## src/rtl/core/u8u16_pkg.sv

```systemverilog
package u8u16_pkg;

    localparam logic [15:0] REPL_UNIT    = 16'hFFFD;
    localparam logic [15:0] SURR_HI_BASE = 16'hD800;
    localparam logic [15:0] SURR_LO_BASE = 16'hDC00;

    localparam logic [20:0] CP_MAX       = 21'h10FFFF;
    localparam logic [20:0] PLANE1_BASE  = 21'h010000;
    localparam logic [20:0] SURR_FIRST   = 21'h00D800;
    localparam logic [20:0] SURR_LAST    = 21'h00DFFF;
    localparam logic [20:0] MIN_TWO_BYTE = 21'h000080;
    localparam logic [20:0] MIN_THREE    = 21'h000800;

    localparam logic [2:0]  LEN_NONE  = 3'd0;
    localparam logic [2:0]  LEN_TWO   = 3'd2;
    localparam logic [2:0]  LEN_THREE = 3'd3;
    localparam logic [2:0]  LEN_FOUR  = 3'd4;

    // Units still to be sent for one accepted byte: replacement units first,
    // then up to two ordinary units.
    typedef struct packed {
        logic [2:0]  repl_cnt;
        logic [1:0]  tail_cnt;
        logic [15:0] tail0;
        logic [15:0] tail1;
        logic        tail0_bad;
        logic        string_end;
    } job_t;

    function automatic logic [20:0] min_for_length(input logic [2:0] len);
        logic [20:0] result;
        begin
            if (len == LEN_TWO) begin
                result = MIN_TWO_BYTE;
            end
            else if (len == LEN_THREE) begin
                result = MIN_THREE;
            end
            else begin
                result = PLANE1_BASE;
            end
            return result;
        end
    endfunction

endpackage

```

## src/rtl/core/utf8_to_utf16_transcoder.sv

```systemverilog
// UTF-8 to UTF-16 transcoder.
// Input channel: byte_in and string_end with byte_valid / byte_stall; one
// request is one UTF-8 byte, string_end marking the final byte of a string.
// Output channel: utf16_unit, bad_input, run_last and string_done with
// unit_valid / unit_stall; one request is one UTF-16 code unit.
// A byte is decoded in the cycle it is accepted and its units appear in the
// result register from the next cycle on, one unit per cycle while the
// receiver does not stall. A byte gives k units (k from 0 to 4), and
// without stalls the sustained rate is one byte per cycle for text of one
// unit per byte; a byte of several units holds the result register until
// its last unit is taken. Bytes that yield nothing (lead and middle
// continuation bytes) pass without occupying the result register.
// While the receiver stalls, the current unit holds steady. byte_stall is
// high while the result register holds units of a byte; it falls again in
// the cycle the last of them is taken, so the next byte enters at once.
// Reset clears any partly gathered sequence and empties the result register.
module utf8_to_utf16_transcoder
(
    input  logic        clk,
    input  logic        rst_n,
    input  logic [7:0]  byte_in,
    input  logic        string_end,
    input  logic        byte_valid,
    output logic        byte_stall,
    output logic [15:0] utf16_unit,
    output logic        bad_input,
    output logic        run_last,
    output logic        string_done,
    output logic        unit_valid,
    input  logic        unit_stall
);

    logic [20:0]       pv_reg;
    logic [20:0]       pv_next;
    logic [2:0]        len_reg;
    logic [2:0]        len_next;
    logic [2:0]        held_reg;
    logic [2:0]        held_next;

    u8u16_pkg::job_t   job_reg;
    u8u16_pkg::job_t   job_next;
    logic              job_valid_reg;
    logic              job_valid_next;
    u8u16_pkg::job_t   dec;

    logic              cont;
    logic              fresh;
    logic [2:0]        held_inc;
    logic [20:0]       pv_shift;
    logic [20:0]       plane_off;
    logic              cp_bad;
    logic [2:0]        lead_len;
    logic [20:0]       lead_bits;
    logic [2:0]        dec_count;
    logic [2:0]        remaining;
    logic              is_last;
    logic              out_take;
    logic              slot_free;
    logic              accept;

    assign cont      = (byte_in[7:6] == 2'b10);
    assign held_inc  = held_reg + 3'd1;
    assign pv_shift  = {pv_reg[14:0], byte_in[5:0]};
    assign plane_off = pv_shift - u8u16_pkg::PLANE1_BASE;
    assign cp_bad    = ((pv_shift >= u8u16_pkg::SURR_FIRST) && (pv_shift <= u8u16_pkg::SURR_LAST))
                       || (pv_shift < u8u16_pkg::min_for_length(len_reg))
                       || (pv_shift > u8u16_pkg::CP_MAX);

    always_comb
    begin
        if (byte_in[7:5] == 3'b110) begin
            lead_len  = u8u16_pkg::LEN_TWO;
            lead_bits = {16'd0, byte_in[4:0]};
        end
        else if (byte_in[7:4] == 4'b1110) begin
            lead_len  = u8u16_pkg::LEN_THREE;
            lead_bits = {17'd0, byte_in[3:0]};
        end
        else if (byte_in[7:3] == 5'b11110) begin
            lead_len  = u8u16_pkg::LEN_FOUR;
            lead_bits = {18'd0, byte_in[2:0]};
        end
        else begin
            lead_len  = u8u16_pkg::LEN_NONE;
            lead_bits = '0;
        end
    end

    always_comb
    begin
        pv_next        = pv_reg;
        len_next       = len_reg;
        held_next      = held_reg;
        dec            = '0;
        dec.string_end = string_end;
        fresh          = 1'b1;

        if (len_reg != u8u16_pkg::LEN_NONE) begin
            if (cont) begin
                fresh = 1'b0;
                if (held_inc >= len_reg) begin
                    if (cp_bad) begin
                        dec.repl_cnt = held_inc;
                    end
                    else if (pv_shift < u8u16_pkg::PLANE1_BASE) begin
                        dec.tail_cnt = 2'd1;
                        dec.tail0    = pv_shift[15:0];
                    end
                    else begin
                        dec.tail_cnt = 2'd2;
                        dec.tail0    = u8u16_pkg::SURR_HI_BASE | {6'd0, plane_off[19:10]};
                        dec.tail1    = u8u16_pkg::SURR_LO_BASE | {6'd0, plane_off[9:0]};
                    end
                    pv_next   = '0;
                    len_next  = u8u16_pkg::LEN_NONE;
                    held_next = '0;
                end
                else if (string_end) begin
                    dec.repl_cnt = held_inc;
                    pv_next      = '0;
                    len_next     = u8u16_pkg::LEN_NONE;
                    held_next    = '0;
                end
                else begin
                    pv_next   = pv_shift;
                    held_next = held_inc;
                end
            end
            else begin
                // The sequence is broken: every byte held is replaced and the
                // new byte is decoded from scratch below.
                dec.repl_cnt = held_reg;
                pv_next      = '0;
                len_next     = u8u16_pkg::LEN_NONE;
                held_next    = '0;
            end
        end

        if (fresh) begin
            if (!byte_in[7]) begin
                dec.tail_cnt = 2'd1;
                dec.tail0    = {8'd0, byte_in};
            end
            else if (lead_len == u8u16_pkg::LEN_NONE) begin
                dec.tail_cnt  = 2'd1;
                dec.tail0     = u8u16_pkg::REPL_UNIT;
                dec.tail0_bad = 1'b1;
            end
            else if (string_end) begin
                dec.tail_cnt  = 2'd1;
                dec.tail0     = u8u16_pkg::REPL_UNIT;
                dec.tail0_bad = 1'b1;
            end
            else begin
                pv_next   = lead_bits;
                len_next  = lead_len;
                held_next = 3'd1;
            end
        end
    end

    assign dec_count = dec.repl_cnt + {1'b0, dec.tail_cnt};
    assign remaining = job_reg.repl_cnt + {1'b0, job_reg.tail_cnt};
    assign is_last   = (remaining == 3'd1);
    assign out_take  = job_valid_reg && !unit_stall;
    assign slot_free = !job_valid_reg || (out_take && is_last);
    assign accept    = byte_valid && slot_free;

    assign byte_stall  = !slot_free;
    assign unit_valid  = job_valid_reg;
    assign utf16_unit  = (job_reg.repl_cnt != 3'd0) ? u8u16_pkg::REPL_UNIT : job_reg.tail0;
    assign bad_input   = (job_reg.repl_cnt != 3'd0) || job_reg.tail0_bad;
    assign run_last    = is_last;
    assign string_done = is_last && job_reg.string_end;

    always_comb
    begin
        job_next       = job_reg;
        job_valid_next = job_valid_reg;
        if (accept && (dec_count != 3'd0)) begin
            job_next       = dec;
            job_valid_next = 1'b1;
        end
        else if (out_take) begin
            if (is_last) begin
                job_valid_next = 1'b0;
            end
            else if (job_reg.repl_cnt != 3'd0) begin
                job_next.repl_cnt = job_reg.repl_cnt - 3'd1;
            end
            else begin
                job_next.tail0     = job_reg.tail1;
                job_next.tail0_bad = 1'b0;
                job_next.tail_cnt  = job_reg.tail_cnt - 2'd1;
            end
        end
    end

    always_ff @(posedge clk or negedge rst_n)
    begin
        if (!rst_n) begin
            pv_reg        <= '0;
            len_reg       <= u8u16_pkg::LEN_NONE;
            held_reg      <= '0;
            job_valid_reg <= 1'b0;
            job_reg       <= '0;
        end
        else begin
            if (accept) begin
                pv_reg   <= pv_next;
                len_reg  <= len_next;
                held_reg <= held_next;
            end
            job_valid_reg <= job_valid_next;
            job_reg       <= job_next;
        end
    end

    a_stall_only_when_busy: assert property (@(posedge clk) disable iff (!rst_n)
        byte_stall |-> unit_valid)
        else $error("input stalled with no unit waiting");

    a_bad_is_replacement: assert property (@(posedge clk) disable iff (!rst_n)
        (unit_valid && bad_input) |-> (utf16_unit == u8u16_pkg::REPL_UNIT))
        else $error("bad_input set on a unit other than the replacement");

    a_held_in_range: assert property (@(posedge clk) disable iff (!rst_n)
        (len_reg != u8u16_pkg::LEN_NONE) |-> ((held_reg != 3'd0) && (held_reg < len_reg)))
        else $error("held byte count outside the pending sequence");

    a_run_continues: assert property (@(posedge clk) disable iff (!rst_n)
        (unit_valid && !unit_stall && !run_last) |=> unit_valid)
        else $error("units of one byte lost before its last unit");

    a_job_nonempty: assert property (@(posedge clk) disable iff (!rst_n)
        unit_valid |-> (remaining != 3'd0) && (remaining <= 3'd4))
        else $error("result register holds an impossible unit count");

endmodule
```

## config.mk

```make
export PLATFORM = sky130hd
export DESIGN_NAME = utf8_to_utf16_transcoder
export DESIGN_NICKNAME = d
export VERILOG_FILES = /design/src/rtl/core/u8u16_pkg.sv /design/src/rtl/core/utf8_to_utf16_transcoder.sv
export SDC_FILE = /design/constraint.sdc
export NUM_CORES = 1
export LEC_CHECK = 0
export BUFFER_PORTS_ARGS = -buffer_cell sky130_fd_sc_hd__buf_2
export CELL_PAD_IN_SITES_DETAIL_PLACEMENT = 1
export CELL_PAD_IN_SITES_GLOBAL_PLACEMENT = 2
export CORE_MARGIN = 2
export CORE_UTILIZATION = 33
export DETAILED_ROUTE_END_ITERATION = 16
export PLACE_DENSITY_LB_ADDON = 0.08
export SYNTH_ARGS = -nofsm -noshare
export SYNTH_HDL_FRONTEND = slang
export SYNTH_SLANG_ARGS = --single-unit
```

## constraint.sdc

```tcl
create_clock -name clk -period 4 [get_ports clk]
set_clock_uncertainty 0.2 [all_clocks]
set_input_delay 0 -clock clk [delete_from_list [all_inputs] [get_ports clk]]
set_output_delay 0 -clock clk [all_outputs]
set_load 0.01 [all_outputs]
```

==> flow_summary_export.csv, run 1 <==
group,metric,value,unit
routing,post_drt_via_cell_ratio,5.137,
worst_setup_path,worstSetupPathType,"flip-flop to flip-flop",
routing,drtPass1Iterations,4,
finish,largest_register_ff_count,34,
run,drv.max_cap_violation_count,0,
synthesis,synth_top_area_share,42.25,%
routing,drc,0,
finish,finish.net_count,503,
cts,clock_tree.root_cell,"sky130_fd_sc_hd__clkbuf_8",
worst_setup_path,worst-endpoint-arrival,4.23,ns
global_route,grt_first_pass_wirelength,17900,um
cts,cts_made_buffers,5,
sta,slew_violations,0,
power_and_ir_drop,power.total,0.002722,W
worst_setup_path,cp_max_fo,6,
global_route,grt_max_degree,57,
synthesis,syn-mean-instance-area,9.087,sq um
cts,htree_num_levels,2,
routing,drt_wl_total,11000,um
sta,maxSlewHeadroom,50.29,%
synthesis,post_synth_and_or_nand_nor_area_fraction,23.20,%
routing,num_vias,3139,
placement,dp_slack,-0.3425,ns
global_route,grt_antenna_before_repair,0,
synthesis,yosys-top-cells-area,"sky130_fd_sc_hd__dfrtp_1, sky130_fd_sc_hd__nand2_1, sky130_fd_sc_hd__ha_1, sky130_fd_sc_hd__nand2b_1, sky130_fd_sc_hd__nand3_1",
floorplan,die_width,104.3,um
power_and_ir_drop,leakage,2.161,nW
sta,final_hold_viol_count,0,
routing,postRouteAntennaNets,0,
synthesis,synth.cell_area,3317,sq um
cts,cts_tree,"built",
synthesis,syn-num-nets,391,
synthesis,synth-compound-area-share,19.09,%
routing,wl_cell,18.00,um
finish,drive_gt1_share,34.31,%
cts,cts.reportedPaths.clkPinSlew,0.11,ns
sta,period_share,104.4,%
floorplan,fp.coreArea,9774,sq um
floorplan,die_h,104.3,um
finish,area_taken_by_flip_flops_and_latches,1401,sq um
synthesis,yosys.cell_types.count,53,
global_route,global_route.usage.total,20.95,%
synthesis,seq_area_frac_synth,42.25,%
synthesis,synthArstFlopShare,100.0,%
synthesis,yosys-mux-area-fraction,3.885,%
sta,worstMarginPinSlew,0.7457,ns
routing,drtIter0Drc,81,
power_and_ir_drop,vdd.ir_drop.worst,0.2403,mV
sta,timing.final.setup_violations,35,
power_and_ir_drop,power-per-cell-area,592.9,nW/um^2
placement,place.port_buffers,33,
synthesis,arithmetic_cell_share_of_the_synthesized_area_counting_full_adders_half_adders_and_majority_gates,5.356,%
cts,tritoncts_num_sinks,56,
finish,fillCellCount,1170,
synthesis,synth_cells,365,
floorplan,initial_core_util,33.93,%
finish,areaGrowthSynthToFinish,38.40,%
synthesis,synth-warning-count,0,
worst_hold_path,min_path_type,"input port to async pin",
placement,dp_hpwl,8279,um
sta,postLayoutSetupSlackWorst,-0.1761,ns
floorplan,num_rows,36,
worst_setup_path,cp.required,4.06,ns
global_route,first_global_vias,3255,
synthesis,ys_top_cells_by_count,"sky130_fd_sc_hd__dfrtp_1, sky130_fd_sc_hd__nand2_1, sky130_fd_sc_hd__nor2_1",
floorplan,die_area,10870,sq um
floorplan,io_pins,34,
status,violations,"setup timing",
sta,rsz0062_at_grt,"yes",
synthesis,postSynthRegisterBits,56,
sta,final_period_minus_worst_setup_slack,4.176,ns
synthesis,synth_edf_count,0,
placement,place.gp.congestion,0.9073,
worst_setup_path,start_kind,"flip-flop",
cts,clock_latency_on_the_worst_skew_pair,0.33,ns
synthesis,synthFlopType,"sky130_fd_sc_hd__dfrtp_1",
cts,clk_path_buf_depth,2,
worst_setup_path,rr_worst_depth,19,
synthesis,synthXorXnorAreaFrac,1.848,%
finish,antenna_cells,0,
sta,clock.fmax,239.5,MHz
global_route,globalRouteOverflowTotal,0,
synthesis,synth.most_common_cell,"sky130_fd_sc_hd__dfrtp_1",
worst_setup_path,worstSetupEndpointType,"flip-flop",
synthesis,yosysTopAreaCell,"sky130_fd_sc_hd__dfrtp_1",
finish,multi_input_comb_area,1946,sq um
status,status,"complete, but fails checks",
synthesis,largest_family_of_logic_cells_by_synthesized_area,"simple AND/OR/NAND/NOR gates",
-- kinds of logic (layout without fill, tap and decap cells) --
family	count (synthesis)	after routing
AO/OA/AOI/OAI	92	92
XOR/XNOR	7	7
adder cells (fa/ha/maj)	13	13
buffers and inverters	29	142
flip-flops	56	56
multiplexers	12	12
AND/OR/NAND/NOR	156	156
-- worst max-delay path: stages (launching register included) --
cell and delay, ns:
sky130_fd_sc_hd__dfrtp_1 0.37, sky130_fd_sc_hd__nand4_1 0.10, sky130_fd_sc_hd__or4_4 0.52, sky130_fd_sc_hd__or3b_4 0.42, sky130_fd_sc_hd__a211oi_4 0.30, sky130_fd_sc_hd__nand2_2 0.10
sky130_fd_sc_hd__o21ai_2 0.12, sky130_fd_sc_hd__and2_1 0.14, sky130_fd_sc_hd__ha_2 0.17, sky130_fd_sc_hd__fa_1 0.42, sky130_fd_sc_hd__nor2_2 0.15, sky130_fd_sc_hd__nand3b_1 0.13
sky130_fd_sc_hd__o22ai_2 0.19, sky130_fd_sc_hd__nor2_2 0.07, sky130_fd_sc_hd__buf_4 0.15, sky130_fd_sc_hd__o211ai_4 0.14, sky130_fd_sc_hd__buf_12 0.18, sky130_fd_sc_hd__buf_12 0.11
sky130_fd_sc_hd__nand3_2 0.05, sky130_fd_sc_hd__o21ai_1 0.06
-- metal layers --
| metal | track usage (%) | part of all wire (%) | routed length [um] |
|---|---|---|---|
| met5 | 0 | 0 | 0 |
| met4 | 5.598 | 1.8 | 201 |
| met3 | 2.632 | 2.2 | 247 |
| met2 | 34.12 | 47 | 5215 |
| met1 | 29.46 | 49 | 5335 |
-- power breakdown --
group | switching [W] | internal, W | total (W)
logic | 0.000808 | 0.000773 | 0.00158
registers | 0.0000866 | 0.000719 | 0.000806
clock network | 0.000209 | 0.000125 | 0.000334
total | 0.00110 | 0.00162 | 0.00272
-- path summary, 6_finish.rpt --
| kind | from | endpoint | slack, ns |
|---|---|---|---|
| worst max-delay path | pv_reg[4] | job_reg[1] | -0.18 |
| worst min-delay path | rst_n | job_reg[35] | 0.15 |
| worst max register to register | pv_reg[4] | job_reg[1] | -0.18 |
| worst min register to register | job_reg[5] | job_reg[5] | 0.27 |
| max in group asynchronous | rst_n | job_reg[26] | 2.96 |
| min in group clk | byte_in[4] | job_reg[20] | 0.26 |
-- through the flow --
step	utilization, %	cell area (sq um)	hold WS, ns	std cells	setup TNS [ns]
after global routing	46.97	4591	0.2260	611	-12.17
after floorplan	-	3331	-0.4956	365	-2.107
after CTS	45.08	4407	0.1821	604	-1.689
after detailed placement	41.81	4086	0.01208	582	-9.054
after global placement	41.81	4086	0.001431	582	-8.062
final	46.97	4591	0.1473	611	-5.148
-- cell usage in the layout (no fill, tap or decap), types with 13 or more instances in the layout --
cell type                   n
sky130_fd_sc_hd__buf_2     33
sky130_fd_sc_hd__a22o_1    14
sky130_fd_sc_hd__nand2b_1  21
sky130_fd_sc_hd__dfrtp_1   56
sky130_fd_sc_hd__nor2_1    23
sky130_fd_sc_hd__o21ai_0   13
sky130_fd_sc_hd__nand3_1   23
sky130_fd_sc_hd__buf_4     66
sky130_fd_sc_hd__a21oi_1   13
sky130_fd_sc_hd__inv_1     13
sky130_fd_sc_hd__nand2_1   42
-- layout make-up --
class | instances | area share (%)
multi-input combinational | 280 | 42.38
sequential | 56 | 30.53
clock buffer | 5 | 1.499
clock inverter | 3 | 0.4633
timing repair buffer | 121 | 20.44
tap | 133 | 3.625
inverter | 13 | 1.063
-- timing repair --
action	in CTS	in global routing
pin swaps	1	16
cloned	0	2
buffers inserted	2	5
endpoints found under the setup margin	35	35
hold buffers	12	0
endpoints found under the hold margin	83	0
gates resized for setup	24	26
Note: power is estimated with default switching activity, not from simulation.
==> run 2: changes to the inputs <==
--- a/config.mk
+++ b/config.mk
@@ -9,7 +9,7 @@
 export CELL_PAD_IN_SITES_DETAIL_PLACEMENT = 1
 export CELL_PAD_IN_SITES_GLOBAL_PLACEMENT = 2
 export CORE_MARGIN = 2
-export CORE_UTILIZATION = 33
+export CORE_UTILIZATION = 37
 export DETAILED_ROUTE_END_ITERATION = 16
 export PLACE_DENSITY_LB_ADDON = 0.08
 export SYNTH_ARGS = -nofsm -noshare
==> constraint.sdc (replaced) <==
create_clock -name clk -period 3.9 [get_ports clk]
set_clock_uncertainty 0.2 [all_clocks]
set_input_delay 0 -clock clk [delete_from_list [all_inputs] [get_ports clk]]
set_output_delay 0 -clock clk [all_outputs]
set_load 0.01 [all_outputs]
==> flow_summary_export.csv, run 2 (synthesis results as in run 1) <==
group,metric,value,unit
cts,cts.reportedPaths.clkPinSlew,0.12,ns
sta,clock.fmax,232.7,MHz
floorplan,initial_core_util,38.03,%
worst_setup_path,endpoint,"job_reg[32]",
cts,tritoncts_num_sinks,56,
power_and_ir_drop,leakage,2.239,nW
sta,period_share,110.2,%
floorplan,die_h,98.68,um
routing,postRouteAntennaNets,0,
worst_setup_path,rr_worst_depth,16,
finish,largest_register_ff_count,34,
placement,place.gp.congestion,0.9305,
routing,drtIter0Drc,133,
worst_setup_path,worst_path_most_repeated_cell,"sky130_fd_sc_hd__a21oi_2",
sta,slew_violations,0,
finish,antenna_cells,0,
sta,postLayoutSetupSlackWorst,-0.3979,ns
worst_setup_path,reg2reg_setup_slack,-0.40,ns
worst_setup_path,cp_slowest_cell,"sky130_fd_sc_hd__or4_4",
sta,final_period_minus_worst_setup_slack,4.298,ns
worst_setup_path,setup.worst_path.start,"pv_reg[4]",
finish,drive_gt1_share,38.57,%
routing,num_vias,3356,
global_route,first_global_vias,3410,
sta,timing.final.setup_violations,35,
routing,wl_cell,20.21,um
sta,rsz0062_at_grt,"yes",
finish,finish.net_count,515,
routing,drtPass1Iterations,4,
placement,dp_hpwl,8033,um
worst_setup_path,highest_cell_delay_on_the_worst_timing_path,0.53,ns
finish,finish.cell_count_without_fillers,598,
status,violations,"setup timing",
global_route,globalRouteOverflowTotal,0,
global_route,grt_max_degree,57,
global_route,grt_antenna_before_repair,0,
finish,mostFrequentLayoutCells,"sky130_fd_sc_hd__buf_4, sky130_fd_sc_hd__dfrtp_1, sky130_fd_sc_hd__nand2_1",
cts,clk_path_buf_depth,2,
worst_setup_path,reg2reg_from,"pv_reg[4]",
floorplan,die_area,9738,sq um
placement,dp_slack,-0.3316,ns
placement,place.port_buffers,33,
power_and_ir_drop,vdd.ir_drop.worst,0.2311,mV
floorplan,die_width,98.68,um
floorplan,fp.coreArea,8721,sq um
finish,post-route-util,54.84,%
cts,clock_tree.root_cell,"sky130_fd_sc_hd__clkbuf_8",
cts,clock_latency_on_the_worst_skew_pair,0.32,ns
finish,most_common_cell_after_layout_fill_and_taps_aside,"sky130_fd_sc_hd__buf_4",
sta,final_hold_viol_count,0,
worst_setup_path,worstSetupEndpointType,"flip-flop",
cts,cts_tree,"built",
cts,cts_made_buffers,5,
global_route,grt_first_pass_wirelength,18330,um
worst_setup_path,timing.rr.end,"job_reg[32]",
run,drv.max_cap_violation_count,0,
worst_hold_path,timing.hold.worst_path_depth,4,
worst_setup_path,worstSetupPathType,"flip-flop to flip-flop",
power_and_ir_drop,power.total,0.002982,W
worst_setup_path,cp_max_fo,9,
status,status,"complete, but fails checks",
routing,drc,0,
floorplan,num_rows,34,
worst_setup_path,cp.required,3.92,ns
worst_hold_path,min_path_type,"input port to flip-flop",
worst_setup_path,worst-endpoint-arrival,4.32,ns
finish,areaGrowthSynthToFinish,44.17,%
routing,post_drt_via_cell_ratio,5.612,
placement,post-place-cells,553,
routing,drt_wl_total,12080,um
cts,htree_num_levels,2,
worst_setup_path,start_kind,"flip-flop",
global_route,global_route.usage.total,24.12,%
floorplan,io_pins,34,
power_and_ir_drop,power-per-cell-area,623.5,nW/um^2
sta,maxSlewHeadroom,48.97,%
worst_setup_path,path_cells,"nand4_1, or4_4, or3b_4, a211oi_4, buf_4, a21oi_2, nand2_1, a21oi_2, ha_4, fa_1, nor2_2, nand3_1, a211o_1, o211a_4, buf_12, a221o_1",
sta,worstMarginPinSlew,0.7655,ns
run 2: changes by cell type in the layout (fill, tap and decap cells not counted), sizes merged:
cell	change
clkbuf	+1
dlygate4sd3	-1
buf	+12
run 2: stage by stage:
stage                     TNS (ns)  hold WS (ns)  cell area, sq um
after floorplan             -5.548       -0.4956              3337
after global placement      -3.096     -0.007016              4050
after detailed placement    -7.588     -0.003802              4050
after CTS                   -5.488      0.002660              4562
after global routing        -15.54       0.02038              4782
final                       -11.04       0.01331              4782
run 2: routing by layer:
layer	part of all wire, %	global-route usage (%)	vias up
met3	4.4	3.121	13
met5	0	0	-
met4	1.4	6.849	0
li1	-	-	1562
met2	50	40.97	77
met1	44	32.46	1704
run 2: worst min-delay path by stage:
stage	start	to	slack, ns
3_5_place_dp	rst_n	job_reg[35]	-0.004
4_1_cts	byte_in[6]	job_reg[24]	0.003
5_1_grt	byte_in[3]	len_reg[2]	0.02
2_1_floorplan	rst_n	held_reg[0]	-0.50
3_3_place_gp	rst_n	job_reg[35]	-0.007
6_report	byte_in[3]	len_reg[2]	0.01
run 2: worst max-delay path, delay by kind of cell, from the launching register on:
family | cells | cell delay (ns)
compound gates | 6 | 1.29
fa+ha+maj | 2 | 0.63
buf+inv | 2 | 0.32
flops | 1 | 0.37
simple gates | 6 | 1.39
run 2: layout make-up:
type / count / area, sq um
Clock buffer: 5 / 68.82
Timing Repair Buffer: 133 / 1084
Sequential cell: 56 / 1401
Fill cell: 1003 / 3939
Inverter: 13 / 48.80
Clock inverter: 3 / 21.27
Tap cell: 108 / 135.1
Multi-Input combinational cell: 280 / 2023
run 2: timing repair:
action,4_1_cts,5_1_grt
pin swaps,6,20
gates resized for setup,40,30
endpoints found under the hold margin,79,0
endpoints found under the setup margin,35,35
setup buffers,19,5
gates cloned,1,3
hold buffers,11,0
run 2: power breakdown:
| group | total [W] | switching (W) | internal (W) |
|---|---|---|---|
| clock | 0.000349 | 0.000221 | 0.000129 |
| combinational | 0.00180 | 0.000910 | 0.000893 |
| sequential | 0.000830 | 0.0000916 | 0.000738 |
